**config.mk**
```make
export PLATFORM = sky130hd
export DESIGN_NAME = odi_front
export DESIGN_NICKNAME = d
export VERILOG_FILES = /design/src/rtl/odi_pkg.sv /design/src/rtl/odi_front.sv
export SDC_FILE = /design/constraint.sdc
export NUM_CORES = 1
export LEC_CHECK = 0
export ABC_AREA = 1
export BUFFER_PORTS_ARGS = -buffer_cell sky130_fd_sc_hd__buf_4
export CORE_AREA = 2 2 103 105
export DETAILED_ROUTE_END_ITERATION = 7
export DIE_AREA = 0 0 105 107
export GPL_TIMING_DRIVEN = 0
export PLACE_DENSITY_LB_ADDON = 0.08
export SYNTH_ARGS = -nofsm -noshare
export SYNTH_HDL_FRONTEND = slang
export SYNTH_SLANG_ARGS = --single-unit
```
**constraint.sdc**
```tcl
create_clock -name clk -period 5.5 [get_ports clk]
set_input_delay 1.1 -clock clk [delete_from_list [all_inputs] [get_ports clk]]
set_output_delay 1.1 -clock clk [all_outputs]
set_load 0.02 [all_outputs]
```
**src/rtl/odi_pkg.sv**
```systemverilog
`timescale 1ns / 1ps
package odi_pkg;

	typedef struct packed {
		logic [19:0]        us;
		logic               present;
		logic signed [31:0] vx;
		logic signed [31:0] vy;
		logic signed [31:0] wz;
	} item_t;

	typedef enum logic [2:0] {
		ST_IDLE,
		ST_PREP,
		ST_ROT,
		ST_MUL,
		ST_RND,
		ST_PSTART,
		ST_WAIT,
		ST_COMMIT
	} st_t;

	localparam logic       CFG_MIN_GAP = 1'b0;
	localparam logic       CFG_MAX_GAP = 1'b1;
	localparam logic [19:0] MIN_GAP_RST = 20'd1000;
	localparam logic [19:0] MAX_GAP_RST = 20'd200000;

	localparam logic signed [31:0] PI_Q      = 32'sd843314857;
	localparam logic signed [31:0] HALF_PI_Q = 32'sd421657428;
	localparam logic signed [33:0] GAIN_Q30  = 34'sd652032874;
	localparam int                 ATAN_LEN  = 30;

	// position divide: |w*us| + 500000 over 1e6
	localparam int          PD_NW = 54;
	localparam int          PD_QW = 34;
	localparam int          PD_DW = 20;
	localparam logic [19:0] PD_DIV  = 20'd1000000;
	localparam logic [53:0] PD_HALF = 54'd500000;
	// heading divide: |wz*us*64| + 7812 over 15625
	localparam int          HD_NW = 58;
	localparam int          HD_QW = 44;
	localparam int          HD_DW = 14;
	localparam logic [13:0] HD_DIV  = 14'd15625;
	localparam logic [57:0] HD_HALF = 58'd7812;
	// heading wrap: remainder modulo two pi
	localparam int          WD_NW = 45;
	localparam int          WD_QW = 15;
	localparam int          WD_DW = 31;
	localparam logic [30:0] WD_DIV = 31'd1686629714;

	function automatic logic signed [31:0] atan_q28(input logic [4:0] i);
		logic signed [31:0] r;
		case (i)
			5'd0:    r = 32'sd210828714;
			5'd1:    r = 32'sd124459457;
			5'd2:    r = 32'sd65760959;
			5'd3:    r = 32'sd33381290;
			5'd4:    r = 32'sd16755422;
			5'd5:    r = 32'sd8385879;
			5'd6:    r = 32'sd4193963;
			5'd7:    r = 32'sd2097109;
			5'd8:    r = 32'sd1048571;
			5'd9:    r = 32'sd524287;
			5'd10:   r = 32'sd262144;
			5'd11:   r = 32'sd131072;
			5'd12:   r = 32'sd65536;
			5'd13:   r = 32'sd32768;
			5'd14:   r = 32'sd16384;
			5'd15:   r = 32'sd8192;
			5'd16:   r = 32'sd4096;
			5'd17:   r = 32'sd2048;
			5'd18:   r = 32'sd1024;
			5'd19:   r = 32'sd512;
			5'd20:   r = 32'sd256;
			5'd21:   r = 32'sd128;
			5'd22:   r = 32'sd64;
			5'd23:   r = 32'sd32;
			5'd24:   r = 32'sd16;
			5'd25:   r = 32'sd8;
			5'd26:   r = 32'sd4;
			5'd27:   r = 32'sd2;
			5'd28:   r = 32'sd1;
			default: r = 32'sd0;
		endcase
		return r;
	endfunction

endpackage

```
**src/rtl/odi_front.sv**
```systemverilog
`timescale 1ns / 1ps
module odi_front (
	input  logic              clk,
	input  logic              arst_n,
	input  logic              cfg_we,
	input  logic              cfg_addr,
	input  logic [19:0]       cfg_wdata,
	input  logic              in_valid,
	output logic              in_ready,
	input  odi_pkg::item_t    in_item,
	input  logic              q_ready,
	output logic              q_push,
	output odi_pkg::item_t    q_item
);
	import odi_pkg::*;

	logic [19:0] min_gap_q;
	logic [19:0] max_gap_q;
	logic        in_range;

	always_ff @(posedge clk or negedge arst_n) begin
		if (!arst_n) begin
			min_gap_q <= MIN_GAP_RST;
			max_gap_q <= MAX_GAP_RST;
		end else if (cfg_we) begin
			unique case (cfg_addr)
				CFG_MIN_GAP: min_gap_q <= cfg_wdata;
				CFG_MAX_GAP: max_gap_q <= cfg_wdata;
				default: ;
			endcase
		end
	end

	assign in_range = (in_item.us > min_gap_q) && (in_item.us <= max_gap_q);
	assign in_ready = q_ready;
	assign q_push   = in_valid && q_ready && in_range;
	assign q_item   = in_item;

endmodule

```
==> results.json, run 1 <==
{
  "crit_arrival_ns": 2.47,
  "clock.fmax_mhz": 280,
  "comb_power_share": 0.422,
  "dieArea_mm2": 0.0112,
  "hold_slack_ns": 0.484,
  "grt_remaining_overflow": 0,
  "seqPwrFrac": 0.370,
  "post-route-util": 0.496,
  "die_w_um": 105,
  "dr.first_iter.drc_count": 58,
  "cts.clk_slew.worst_paths_ns": 0.07,
  "place_ws_ns": 1.91,
  "dr.pass1.iters": 4,
  "max-slew-margin-rel": 0.661,
  "p_per_area_mw_per_mm2": 194,
  "synth_area_leaders": "buf_4 (25%), dfrtp_1 (20%), ha_1 (14%), nand2_1 (9.8%), dfstp_2 (9.0%)",
  "reg2reg_from": "min_gap_q[9]",
  "grt_pass1_vias": 3013,
  "ant_nets": 0,
  "cts_buffers": 5,
  "final_common_cell": "buf_4",
  "syn_area_mm2": 0.00351,
  "irDropWorstVdd_mv": 0.0876,
  "die_y_um": 107,
  "start_util": 0.348,
  "worst_slack_ns": 1.93,
  "ioPinCount": 262,
  "crit_type": "in2out",
  "timing.setup.tns_ns": 0,
  "grt_first_pass_wirelength_mm": 14.8,
  "grt_max_degree": 41,
  "cts_buffer_depth": 2,
  "postCtsHoldBufs": 0,
  "htreeDepth": 2,
  "intPower_mw": 0.640,
  "post_cts_resized": 0,
  "slew_viol_final": 0,
  "grt_antenna_before_repair": 2,
  "drc": 0,
  "synth.distinct_cells": 20,
  "area_growth_pct": 42.5,
  "timing.critical_path.from": "in_item[108]",
  "dp_hpwl_mm": 8.35,
  "yosysSeqAreaShare": 0.289,
  "wl_mm": 9.71,
  "setup_viol": 0,
  "finalHoldViolCount": 0,
  "sw_frac_of_total": 0.339,
  "synthCells": 462,
  "finClkSkew_ns": 0,
  "cts_setup_buffers": 0,
  "viasPerCell": 4.13,
  "cts.sinks": 40,
  "clk_latency_ns": 0.29,
  "portBuffers": 164,
  "power_leakage_nw": 2.90,
  "finalCritPeriodShare": 0.648,
  "worstSetupStartpointType": "primary input",
  "num_vias": 3178,
  "fp-row-count": 37,
  "yosysWarnings": 0,
  "n_antenna_cell": 0,
  "pwr-share-clk": 0.209,
  "yosysTopAreaCellShare": 0.252,
  "synth.avg_cell_area_um2": 7.60,
  "cts_tree": "yes",
  "status": "finished, final reports clean",
  "core_area_mm2": 0.0101,
  "maxCapViolations": 0,
  "yosys.area.top_type": "buf_4",
  "nets": 816,
  "hold_start": "max_gap_q[18]",
  "synth_fp_nets": 645,
  "rsz0062_at_grt": "false",
  "tightest_slew_ns": 0.509,
  "hp-class": "reg2reg",
  "crit_fanout": 3,
  "switchingPower_mw": 0.328,
  "worst_setup_path_end_kind": "output pin",
  "cts_root_buf": "clkbuf_8",
  "grt.total_usage": 0.168,
  "yosys_register_bits": 40,
  "layout-drive-gt1-share": 0.492,
  "wl_per_cell_um": 12.6,
  "required_ns": 4.40,
  "final_cell_mix": "buf_4 (282), nand2_1 (92), inv_1 (76)",
  "fin_crit_ns": 3.57,
  "gp_congestion": 0.771
}
## synth_stat cells
cell	instances
dfrtp_1	28
nor2_4	2
nand3_1	2
nand2_1	92
a21boi_1	1
buf_2	1
o21ai_0	42
nor2_2	3
o21ai_1	1
nand2_2	5
a31oi_1	1
inv_2	1
a21oi_1	13
buf_4	118
clkbuf_1	7
dfstp_2	12
nor2_1	16
inv_1	76
ha_1	40
a21o_1	1
## cell families (layout without fill, tap and decap cells)
kind of cell    Yosys count  count (layout)  share of synthesized area
compound gates           59              59                     0.0859
simple gates            120             120                      0.139
fa+ha+maj                40              40                      0.143
flops                    40              40                      0.289
buf+inv                 203             375                      0.343
## cell type report
cell class | instances | area (µm²)
plain buffers | 126 | 917
multi-input cells | 219 | 1290
clock buffers | 8 | 90.1
inverters | 77 | 289
repair buffers | 164 | 1230
well taps | 136 | 170
fillers | 1017 | 5090
flip-flops and latches | 40 | 1020
## per-stage QoR
step	power, mW	area (µm²)	cells
final	0.968	5000	770
after global routing	1.04	5000	770
after CTS	0.983	5000	770
after detailed placement	0.779	4910	762
after global placement	0.771	4910	762
after floorplan	0.626	3510	462
## critical path, cell delays in order
cell	delay, ns
buf_4	0.12
ha_1	0.28
nand2_1	0.07
nor2_1	0.16
nand2_1	0.11
nor2_2	0.11
nand3_1	0.07
nor2_1	0.09
nor2_1	0.05
nor2_1	0.13
buf_4	0.17
## worst paths after layout
kind                            cells past startpoint  slack, ns            end
worst min-delay path                                2       0.48  max_gap_q[18]
worst min register to register                      2       0.48  max_gap_q[18]
max in group asynchronous                           1       4.35  max_gap_q[11]
worst max-delay path                               11       1.93         q_push
min in group asynchronous                           1       0.78   min_gap_q[1]
worst max register to register                      2       4.75   min_gap_q[9]
## routing by layer
metal,part of all wire,track usage,wire [µm],vias up
li1,-,-,-,1633
met1,0.41,0.203,3970,1399
met2,0.49,0.297,4800,127
met3,0.082,0.0456,795,15
met4,0.013,0.0419,124,4
met5,0.0028,0,27,-
## sequential cells by signal, summed over array words and instances, names as in the netlist
name and count:
max_gap_q 20, min_gap_q 20
## power groups by stage
stage          Clock [mW]  Sequential, mW  Combinational (mW)
2_1_floorplan           0           0.358               0.268
3_3_place_gp            0           0.362               0.408
3_5_place_dp            0           0.364               0.415
4_1_cts             0.208           0.359               0.417
5_1_grt             0.220           0.363               0.459
6_report            0.202           0.358               0.408
Power figures use the tool's default switching activity.
==> inputs of run 2 (changes only) <==
- CORE_AREA: 2 2 103 105 -> unset
- CORE_MARGIN: unset -> 2
- CORE_UTILIZATION: unset -> 37
- DIE_AREA: 0 0 105 107 -> unset
- clock period: 5.5 -> 3.2 ns (I/O delays scaled with it)
==> run 2 against run 1 <==
Clock-buffer cell count unchanged. Combinational power increased by 73%. Global-route usage increased by 2.0 points. Sequential cell count unchanged. Utilization increased by 4.6 points. Non-clock buffer count unchanged. Worst hold slack got worse by 0.17 ns.
==> results.json, run 2 (synthesis results as in run 1) <==
{
  "layout-drive-gt1-share": 0.494,
  "cp-endpoint": "q_push",
  "grt_pass1_vias": 3081,
  "grt.total_usage": 0.188,
  "cts.clk_slew.worst_paths_ns": 0.08,
  "required_ns": 2.56,
  "htreeDepth": 2,
  "grt_first_pass_wirelength_mm": 15.0,
  "tightest_slew_ns": 0.565,
  "reg2reg_from": "max_gap_q[16]",
  "portBuffers": 164,
  "maxCapViolations": 0,
  "cts_buffers": 5,
  "hp-class": "in2async",
  "dieArea_mm2": 0.0103,
  "crit_fanout": 2,
  "worst_setup_path_end_kind": "output pin",
  "clock.fmax_mhz": 368,
  "ant_nets": 0,
  "cts_buffer_depth": 2,
  "rr_worst_depth": 2,
  "timing.setup.tns_ns": 0,
  "rrSetupSlack_ns": 2.45,
  "die_w_um": 101,
  "dr.pass1.iters": 4,
  "fin_area_mm2": 0.00500,
  "drc": 0,
  "max-slew-margin-rel": 0.624,
  "cts_setup_buffers": 0,
  "power_mw": 1.69,
  "wl_per_cell_um": 13.1,
  "finalHoldViolCount": 0,
  "place_area_mm2": 0.00490,
  "setup_viol": 0,
  "gp_congestion": 0.839,
  "finClkSkew_ns": 0,
  "power_leakage_nw": 2.90,
  "wl_mm": 9.99,
  "finalCritPeriodShare": 0.848,
  "worstSetupStartpointType": "flip-flop",
  "fp-row-count": 35,
  "postCtsHoldBufs": 0,
  "worst_slack_ns": 0.486,
  "status": "finished, final reports clean",
  "cts_root_buf": "clkbuf_8",
  "dr.first_iter.drc_count": 76,
  "slew_viol_final": 0,
  "timing.critical_path.from": "max_gap_q[11]",
  "num_vias": 3198,
  "die_y_um": 101,
  "rsz0062_at_grt": "false",
  "crit_type": "reg2out",
  "start_util": 0.380,
  "area_growth_pct": 42.5,
  "clk_latency_ns": 0.29,
  "cts.sinks": 40,
  "r2r_end": "max_gap_q[16]",
  "ioPinCount": 262,
  "core_area_mm2": 0.00924,
  "final_common_cell": "buf_4",
  "post_cts_resized": 0,
  "p_per_area_mw_per_mm2": 338,
  "fin_crit_ns": 2.71,
  "grt_antenna_before_repair": 0,
  "nets": 816,
  "n_antenna_cell": 0,
  "cts_tree": "yes",
  "crit_arrival_ns": 2.07,
  "dp_hpwl_mm": 8.56,
  "viasPerCell": 4.19,
  "irDropWorstVdd_mv": 0.168,
  "place_ws_ns": 0.532,
  "final_cell_mix": "buf_4 (282), nand2_1 (92), inv_1 (76)",
  "top_regs": "max_gap_q: 20 flops, min_gap_q: 20 flops",
  "grt_remaining_overflow": 0,
  "grt_max_degree": 41
}
==> run 2: cell counts in the layout (fill, tap and decap cells not counted) <==
Identical to the previous run, type by type.
==> run 2: per-stage QoR <==
| stage | instances | hold WS [ns] | util |
|---|---|---|---|
| 2_1_floorplan | 462 | 0.344 | - |
| 3_3_place_gp | 755 | 0.467 | 0.531 |
| 3_5_place_dp | 755 | 0.473 | 0.531 |
| 4_1_cts | 763 | 0.326 | 0.542 |
| 5_1_grt | 763 | 0.352 | 0.542 |
| 6_report | 763 | 0.316 | 0.542 |
==> run 2: worst max-delay path, stage by stage (launching register included) <==
cell and delay [ns]:
dfstp_2 0.53, inv_1 0.04, ha_1 0.28, nand2_1 0.07, nor2_1 0.16, nand2_1 0.08
nor2_2 0.11, nand3_1 0.08, nor2_1 0.09, nor2_1 0.05, nor2_1 0.13, buf_4 0.17
==> run 2: final cells by class <==
class	instances	area [µm²]
timing repair buffer	164	1230
inverter	77	289
tap	129	161
multi-input combinational	219	1290
sequential	40	1020
clock buffer	8	100
buffer	126	917
fill	871	4240
==> run 2: per-layer routing <==
layer  track usage  routed length (µm)  part of all wire  vias to the layer above
met5             0                   0                 0                        -
met4        0.0405                 100             0.010                        0
met3        0.0366                 808             0.081                        9
met2         0.342                5000              0.50                      122
met1         0.229                4080              0.41                     1435
li1              -                   -                 -                     1632
==> run 2: how the worst min path moves through the flow <==
stage	start	endpoint	slack [ns]	cells after the start
after CTS	arst_n	min_gap_q[16]	0.33	1
after global placement	min_gap_q[1]	min_gap_q[1]	0.47	2
after detailed placement	min_gap_q[17]	min_gap_q[17]	0.47	2
after global routing	arst_n	min_gap_q[16]	0.35	1
final	arst_n	max_gap_q[15]	0.32	1
after floorplan	arst_n	max_gap_q[0]	0.34	0
==> run 2: where the power goes <==
| group | switching, mW | internal [mW] | leakage [nW] | total (mW) |
|---|---|---|---|---|
| Combinational | 0.363 | 0.343 | 2.38 | 0.706 |
| Sequential | 0.0313 | 0.582 | 0.472 | 0.614 |
| Clock | 0.174 | 0.197 | 0.0515 | 0.371 |
| Total | 0.568 | 1.12 | 2.90 | 1.69 |
