==> src/rtl/odi_pkg.sv <==
`timescale 1ns / 1ps
package odi_pkg;

	typedef struct packed {
		logic [19:0]        us;
		logic               present;
		logic signed [31:0] vx;
		logic signed [31:0] vy;
		logic signed [31:0] wz;
	} item_t;

	typedef enum logic [2:0] {
		ST_IDLE,
		ST_PREP,
		ST_ROT,
		ST_MUL,
		ST_RND,
		ST_PSTART,
		ST_WAIT,
		ST_COMMIT
	} st_t;

	localparam logic       CFG_MIN_GAP = 1'b0;
	localparam logic       CFG_MAX_GAP = 1'b1;
	localparam logic [19:0] MIN_GAP_RST = 20'd1000;
	localparam logic [19:0] MAX_GAP_RST = 20'd200000;

	localparam logic signed [31:0] PI_Q      = 32'sd843314857;
	localparam logic signed [31:0] HALF_PI_Q = 32'sd421657428;
	localparam logic signed [33:0] GAIN_Q30  = 34'sd652032874;
	localparam int                 ATAN_LEN  = 30;

	// position divide: |w*us| + 500000 over 1e6
	localparam int          PD_NW = 54;
	localparam int          PD_QW = 34;
	localparam int          PD_DW = 20;
	localparam logic [19:0] PD_DIV  = 20'd1000000;
	localparam logic [53:0] PD_HALF = 54'd500000;
	// heading divide: |wz*us*64| + 7812 over 15625
	localparam int          HD_NW = 58;
	localparam int          HD_QW = 44;
	localparam int          HD_DW = 14;
	localparam logic [13:0] HD_DIV  = 14'd15625;
	localparam logic [57:0] HD_HALF = 58'd7812;
	// heading wrap: remainder modulo two pi
	localparam int          WD_NW = 45;
	localparam int          WD_QW = 15;
	localparam int          WD_DW = 31;
	localparam logic [30:0] WD_DIV = 31'd1686629714;

	function automatic logic signed [31:0] atan_q28(input logic [4:0] i);
		logic signed [31:0] r;
		case (i)
			5'd0:    r = 32'sd210828714;
			5'd1:    r = 32'sd124459457;
			5'd2:    r = 32'sd65760959;
			5'd3:    r = 32'sd33381290;
			5'd4:    r = 32'sd16755422;
			5'd5:    r = 32'sd8385879;
			5'd6:    r = 32'sd4193963;
			5'd7:    r = 32'sd2097109;
			5'd8:    r = 32'sd1048571;
			5'd9:    r = 32'sd524287;
			5'd10:   r = 32'sd262144;
			5'd11:   r = 32'sd131072;
			5'd12:   r = 32'sd65536;
			5'd13:   r = 32'sd32768;
			5'd14:   r = 32'sd16384;
			5'd15:   r = 32'sd8192;
			5'd16:   r = 32'sd4096;
			5'd17:   r = 32'sd2048;
			5'd18:   r = 32'sd1024;
			5'd19:   r = 32'sd512;
			5'd20:   r = 32'sd256;
			5'd21:   r = 32'sd128;
			5'd22:   r = 32'sd64;
			5'd23:   r = 32'sd32;
			5'd24:   r = 32'sd16;
			5'd25:   r = 32'sd8;
			5'd26:   r = 32'sd4;
			5'd27:   r = 32'sd2;
			5'd28:   r = 32'sd1;
			default: r = 32'sd0;
		endcase
		return r;
	endfunction

endpackage

==> src/rtl/odi_queue.sv <==
`timescale 1ns / 1ps
module odi_queue (
	input  logic            clk,
	input  logic            arst_n,
	input  logic            push,
	input  odi_pkg::item_t  push_item,
	output logic            ready,
	input  logic            pop,
	output logic            valid,
	output odi_pkg::item_t  pop_item
);
	import odi_pkg::*;

	item_t       mem_q [2];
	logic        wptr_q;
	logic        rptr_q;
	logic [1:0]  cnt_q;

	assign ready    = (cnt_q != 2'd2);
	assign valid    = (cnt_q != 2'd0);
	assign pop_item = mem_q[rptr_q];

	always_ff @(posedge clk) begin
		if (push) begin
			mem_q[wptr_q] <= push_item;
		end
	end

	always_ff @(posedge clk or negedge arst_n) begin
		if (!arst_n) begin
			wptr_q <= 1'b0;
			rptr_q <= 1'b0;
			cnt_q  <= 2'd0;
		end else begin
			if (push) begin
				wptr_q <= ~wptr_q;
			end
			if (pop) begin
				rptr_q <= ~rptr_q;
			end
			case ({push, pop})
				2'b10:   cnt_q <= cnt_q + 2'd1;
				2'b01:   cnt_q <= cnt_q - 2'd1;
				default: cnt_q <= cnt_q;
			endcase
		end
	end

endmodule

==> config.mk <==
export PLATFORM = sky130hd
export DESIGN_NAME = odi_queue
export DESIGN_NICKNAME = d
export VERILOG_FILES = /design/src/rtl/odi_pkg.sv /design/src/rtl/odi_queue.sv
export SDC_FILE = /design/constraint.sdc
export NUM_CORES = 1
export LEC_CHECK = 0
export BUFFER_PORTS_ARGS = -buffer_cell sky130_fd_sc_hd__buf_2
export CORE_MARGIN = 2
export CORE_UTILIZATION = 52
export CTS_CLUSTER_SIZE = 40
export DETAILED_ROUTE_END_ITERATION = 10
export HOLD_SLACK_MARGIN = 0.15
export PLACE_DENSITY = 0.76
export SLEW_MARGIN = 20
export SYNTH_ARGS = -nofsm -noshare
export SYNTH_HDL_FRONTEND = slang
export SYNTH_SLANG_ARGS = --single-unit
export TNS_END_PERCENT = 1
==> constraint.sdc <==
create_clock -name clk -period 6.57 [get_ports clk]
set_input_delay 0.3285 -clock clk [delete_from_list [all_inputs] [get_ports clk]]
set_output_delay 0.3285 -clock clk [all_outputs]
set_load 0.1 [all_outputs]
==> flow_summary.toml, run 1 <==
[detailed_routing]
wl_per_cell_microns = 17.9
wl_microns = 17800
drtAntennaViolNets = 0
drt_iter0_drc = 253
drc_errors = 0
drt_pass1_iterations = 6
via_per_inst = 4.90
dr_total_vias = 4871

[floorplanning]
num_rows = 47
fp.dieW_microns = 133
die_y_microns = 133
start_util_pct = 52.8
core_sq_um = 16500
fp.dieArea_sq_um = 17800
num_io_pins = 240

[grt]
antenna_found_initial = 2
grt_pass1_vias = 5240
grt-ovfl-total = 0
grt_pass1_wl_microns = 27500
grt_usage_pct = 19.7
grt_max_degree = 72

[worst_setup_path]
crit_required_ns = 6.24
worstSetupEndpointType = "output port"
criticalPathCategory = "reg -> out"
start_kind = "flip-flop"
critPathMaxFanout = 63
arrival_ns = 3.08

[timing]
hold_viol_final = 0
period_needed_ns = 3.41
rsz0062_at_grt = "no"
tightest_slew_ns = 0.942
setup_tns_ns = 0
setup-violations-final = 0
skew_ns = 0.00806
max_freq_ghz = 0.294
period_share_pct = 51.9
timing.hold.ws_ns = 0.191
relSlewSlack_pct = 37.2
slew_viol_final = 0

[final_layout]
stdcell_count = 994
layout.nets = 878
fillers = 954
final_util_pct = 73.5
drive_gt1_share_pct = 51.1
area_growth_pct = 39.1

[clock_tree]
cts_buffer_depth = 3
cts_setup_buffers = 0
clk_latency_ns = 0.49
clkTransAtPathRegs_ns = 0.06
cts.sinks = 238
cts_root_buf = "clkbuf_16"
cts_buffers = 24
htree_levels = 1
tritoncts = "yes"

[yosys]
synth_flop_cell = "edfxtp_1"
yosysMostFrequentCell = "edfxtp_1"
yosysTopAreaCell = "edfxtp_1"
synth_common_cells = "edfxtp_1 (234), mux2_2 (97), mux2_4 (20), buf_2 (9)"
syn_avg_cell_area_sq_um = 22.9
ys_warn_count = 0
synth.distinct_cells = 14
synth_seq_cells = 238
ys_async_sr_fraction_pct = 1.68
syn_area_sq_um = 8700
syn_inst = 380
synth_edf_count = 234
synth_top_area_share_pct = 80.8
synth_seq_area_share_pct = 82.0
synth_nets = 502
synth.top_cells.by_area = "edfxtp_1 (81%), mux2_2 (13%), mux2_4 (3.5%), dfrtp_1 (1.2%), buf_2 (0.52%)"

[place]
hpwl_microns = 10000
port_buffers = 239
post-place-cells = 830
finalWeightedCongestion = 0.743

[hold_path]
hp-class = "in -> async"

[job]
cap_violations = 0

[status]
status = "completed"
==> critical path, cell delays in order, from the launching register on <==
cell and delay (ns):
dfrtp_4 1.02, buf_4 0.74, mux2_2 0.31, buf_2 0.44
==> area by class of cell <==
| type | instances | area (sq um) | area share (%) |
|---|---|---|---|
| repair buffers | 363 | 2430 | 20.1 |
| multi-input cells | 128 | 1490 | 12.3 |
| diodes | 1 | 2.50 | 0.0207 |
| flip-flops and latches | 238 | 7130 | 58.9 |
| clock inverters | 5 | 77.6 | 0.641 |
| well taps | 220 | 275 | 2.28 |
| clock buffers | 38 | 694 | 5.74 |
| inverters | 1 | 3.75 | 0.0310 |
==> placed cells by master, fill, tap and decap left out, drive strengths merged, types with 2 or more instances in the layout <==
cell type,instances
dlygate4sd3,120
clkbuf,38
inv,2
nor2,2
xor2,3
mux2,117
dfrtp,4
xnor2,2
buf,243
bufinv,2
edfxtp,234
clkinv,2
==> per-stage QoR <==
stage	setup WS (ns)	cell area, sq um
2_1_floorplan	0.685	8700
3_3_place_gp	3.70	10100
3_5_place_dp	3.69	10100
4_1_cts	3.12	12100
5_1_grt	3.02	12100
6_report	3.16	12100
==> cell families (layout without fill, tap and decap cells) <==
group                    after synthesis  after routing  share of synthesized area (%)
other                                  0              1                              0
multiplexers                         117            117                           16.0
AND/OR/NAND/NOR                        5              5                          0.302
buffers and inverters                 14            407                           1.08
XOR/XNOR                               5              5                          0.504
adder cells (fa/ha/maj)                1              1                          0.144
flip-flops                           238            238                           82.0
==> what timing repair did <==
item                                   in CTS  in global routing
gates resized for setup                     0                  0
endpoints found under the hold margin     240                  0
hold buffers                              120                  0
==> final timing paths <==
path | start | endpoint | slack, ns | cells after the start
max in group asynchronous | arst_n | rptr_q$_DFFE_PN0P_ | 6.23 | 2
min in group clk | cnt_q[1]$_DFFE_PN0P_ | cnt_q[1]$_DFFE_PN0P_ | 0.51 | 1
worst min-delay path | arst_n | cnt_q[1]$_DFFE_PN0P_ | 0.19 | 2
worst min register to register | cnt_q[1]$_DFFE_PN0P_ | cnt_q[1]$_DFFE_PN0P_ | 0.51 | 1
worst max-delay path | rptr_q$_DFFE_PN0P_ | pop_item[22] | 3.16 | 3
worst max register to register | wptr_q$_DFFE_PN0P_ | mem_q[1][2]$_DFFE_PP_ | 4.23 | 2
==> state kept, by name, summed over array words and instances, names as in the netlist <==
register  cells
wptr_q        1
rptr_q        1
mem_q       234
cnt_q         2
==> layer usage <==
| metal | GRT usage, % | wire (microns) | up-vias |
|---|---|---|---|
| met5 | 0 | 7 | - |
| met1 | 24.8 | 7170 | 2351 |
| li1 | - | - | 2270 |
| met2 | 34.7 | 9000 | 221 |
| met3 | 4.64 | 1350 | 27 |
| met4 | 5.08 | 310 | 2 |
Power of run 1 is not shown: default switching activity piles up to over one toggle a cycle in this logic, so the estimate is an artifact.
==> run 2, diff against run 1 <==
--- a/config.mk
+++ b/config.mk
@@ -5,13 +5,14 @@
 export SDC_FILE = /design/constraint.sdc
 export NUM_CORES = 1
 export LEC_CHECK = 0
+export ABC_AREA = 1
 export BUFFER_PORTS_ARGS = -buffer_cell sky130_fd_sc_hd__buf_2
 export CORE_MARGIN = 2
-export CORE_UTILIZATION = 52
+export CORE_UTILIZATION = 47
 export CTS_CLUSTER_SIZE = 40
 export DETAILED_ROUTE_END_ITERATION = 10
 export HOLD_SLACK_MARGIN = 0.15
-export PLACE_DENSITY = 0.76
+export PLACE_DENSITY = 0.72
 export SLEW_MARGIN = 20
 export SYNTH_ARGS = -nofsm -noshare
 export SYNTH_HDL_FRONTEND = slang
==> constraint.sdc (replaced) <==
create_clock -name clk -period 3.1 [get_ports clk]
set_input_delay 0.155 -clock clk [delete_from_list [all_inputs] [get_ports clk]]
set_output_delay 0.155 -clock clk [all_outputs]
set_load 0.1 [all_outputs]
==> run 2 against run 1 <==
Non-clock buffer count is 11 higher. Critical path type unchanged. Wire length is 7.0% higher. Highest routed layer is now met4. Critical path depth is 1 higher. Worst hold slack better by 0.17 ns. Design area is 2.5% higher. Clock skew is 0.012 ns higher. Global-route usage is 1.0 points lower. Sequential share of layout area is 1.5 points lower. Via count is 21% higher. Setup slack worse by 2.8 ns. Die area is 14% higher. Final cell count is 27% higher.
==> flow_summary.toml, run 2 <==
[clock_tree]
tritoncts = "yes"
cts_setup_buffers = 0
clk_latency_ns = 0.51
cts_buffers = 25
clkTransAtPathRegs_ns = 0.06
cts.sinks = 238
cts_root_buf = "clkbuf_16"
cts_buffer_depth = 3
htree_levels = 1

[yosys]
yosysMostFrequentCell = "edfxtp_1"
synth_edf_count = 234
yosysTopAreaCell = "edfxtp_1"
synth.top_cells.by_area = "edfxtp_1 (78%), nand2_1 (5.2%), inv_1 (5.1%), o21ai_0 (4.7%), o21ai_2 (2.1%)"
ys_async_sr_fraction_pct = 1.68
syn_area_sq_um = 9000
syn_avg_cell_area_sq_um = 14.2
synth_seq_area_share_pct = 79.2
synth_top_area_share_pct = 78.1
syn_inst = 635
synth_common_cells = "edfxtp_1 (234), nand2_1 (124), inv_1 (123), o21ai_0 (84), o21ai_2 (22)"
synth_seq_cells = 238
synth.distinct_cells = 17
synth_nets = 757
ys_warn_count = 0
synth_flop_cell = "edfxtp_1"

[floorplanning]
die_y_microns = 142
core_sq_um = 18800
fp.dieW_microns = 142
num_io_pins = 240
fp.dieArea_sq_um = 20300
start_util_pct = 48.0
num_rows = 50

[final_layout]
layout.nets = 1132
drive_gt1_share_pct = 30.2
area_growth_pct = 37.8
top_register = "mem_q"
layout_commonest_cell = "buf_2"
largest_register_ffs = 234
reg.largest.list = "mem_q (234), cnt_q (2)"
stdcell_count = 1260
mostFrequentLayoutCells = "buf_2 (239), edfxtp_1 (234), nand2_1 (124), inv_1 (122), dlygate4sd3_1 (121)"

[detailed_routing]
dr_total_vias = 5887
wl_per_cell_microns = 15.2
via_per_inst = 4.67
drc_errors = 0
wl_microns = 19100
drt_iter0_drc = 313
drtAntennaViolNets = 0
drt_pass1_iterations = 4

[timing]
relSlewSlack_pct = 45.1
max_freq_ghz = 0.370
setup-violations-final = 0
rsz0062_at_grt = "no"
hold_viol_final = 0
slew_viol_final = 0
skew_ns = 0.0205
period_needed_ns = 2.70
tightest_slew_ns = 0.823
period_share_pct = 87.1

[worst_setup_path]
reg2regPathDepth = 2
criticalPathCategory = "reg -> out"
slowest_delay_ns = 0.94
critPathMaxFanout = 66
path_depth = 4
arrival_ns = 2.55
start_kind = "flip-flop"
cp_cell_sequence = "buf_4 -> nand2_1 -> o21ai_0 -> buf_2"
r2r_start = "wptr_q$_DFFE_PN0P_"
worstSetupEndpointType = "output port"
crit_required_ns = 2.94
critPathBufInv = 2
cpMaxStageDelayCell = "dfrtp_4"
crit_family = "flip-flops"
rrSetupSlack_ns = 1.49
reg2reg_to = "mem_q[0][43]$_DFFE_PP_"

[hold_path]
hp-class = "in -> reg"
hold_end = "mem_q[0][61]$_DFFE_PP_"
holdCritStartpoint = "push_item[61]"
hold_depth = 2

[grt]
antenna_found_initial = 1
grt_max_degree = 67
grt-ovfl-total = 0
grt_pass1_vias = 6081
grt_usage_pct = 18.7
grt_pass1_wl_microns = 29800

[place]
port_buffers = 239
hpwl_microns = 11100
post-place-cells = 1096
finalWeightedCongestion = 0.746

[status]
status = "completed"

[job]
cap_violations = 0
## run 2: cell types whose count changed in the layout (fill, tap and decap cells not counted), moves of 2 or more
cell / delta
buf_12: +4
buf_4: +6
clkbuf_1: -7
clkbuf_8: -2
clkinv_1: +5
clkinv_2: +2
inv_1: +121
mux2_2: -97
mux2_4: -20
nand2_1: +124
o21ai_0: +84
o21ai_1: +11
o21ai_2: +22
## run 2: worst reg2reg max path, stage by stage, from the launching register on
cell and delay (ns):
dfrtp_1 0.43, nor2_4 0.13, buf_4 0.62
## run 2: timing repair
action	in CTS	in global routing
endpoints found under the hold margin	242	0
setup endpoints to repair	0	0
resized for setup	0	0
hold buffers	121	0
## run 2: layout make-up
cell class / count / area (sq um)
Tap cell: 234 / 293
Multi-Input combinational cell: 248 / 1190
Timing Repair Buffer: 374 / 2560
Inverter: 123 / 464
Antenna cell: 1 / 2.50
Clock inverter: 13 / 114
Fill cell: 1310 / 6370
Clock buffer: 29 / 641
Sequential cell: 238 / 7130
## run 2: cells by family (layout without fill, tap and decap cells)
family | Yosys count | after routing | synth area share, %
AO/OA/AOI/OAI | 117 | 117 | 7.42
buffers and inverters | 149 | 539 | 7.63
other | 0 | 1 | 0
adder cells (fa/ha/maj) | 1 | 1 | 0.139
AND/OR/NAND/NOR | 127 | 127 | 5.34
flip-flops | 238 | 238 | 79.2
XOR/XNOR | 3 | 3 | 0.292
## run 2: stage by stage
stage	util (%)	hold slack [ns]	instance area (sq um)	setup WS (ns)	TNS [ns]
global placement	55.6	-0.0346	10400	1.04	0
global route	66.1	0.346	12400	0.252	0
CTS	66.1	0.337	12400	0.479	0
finish	66.1	0.361	12400	0.399	0
floorplan	-	-0.141	9010	-0.105	-12.23
detailed placement	55.6	-0.0289	10400	1.01	0
## run 2: worst max path at each step
stage          slack, ns               start               endpoint
3_3_place_gp        1.04  rptr_q$_DFFE_PN0P_          pop_item[111]
5_1_grt             0.25  rptr_q$_DFFE_PN0P_            pop_item[1]
4_1_cts             0.48  rptr_q$_DFFE_PN0P_            pop_item[0]
2_1_floorplan      -0.10  wptr_q$_DFFE_PN0P_  mem_q[1][0]$_DFFE_PP_
6_report            0.40  rptr_q$_DFFE_PN0P_            pop_item[1]
3_5_place_dp        1.01  rptr_q$_DFFE_PN0P_            pop_item[0]
## run 2: per-layer routing
layer  track usage, %  vias to the layer above  part of all wire (%)
li1                 -                     2900                     -
met1             21.1                     2724                    38
met2             34.3                      224                    51
met3             5.62                       39                   8.1
met4             5.47                        0                   2.3
met5                0                        -                     0
Power of run 2 is left out for the same reason.
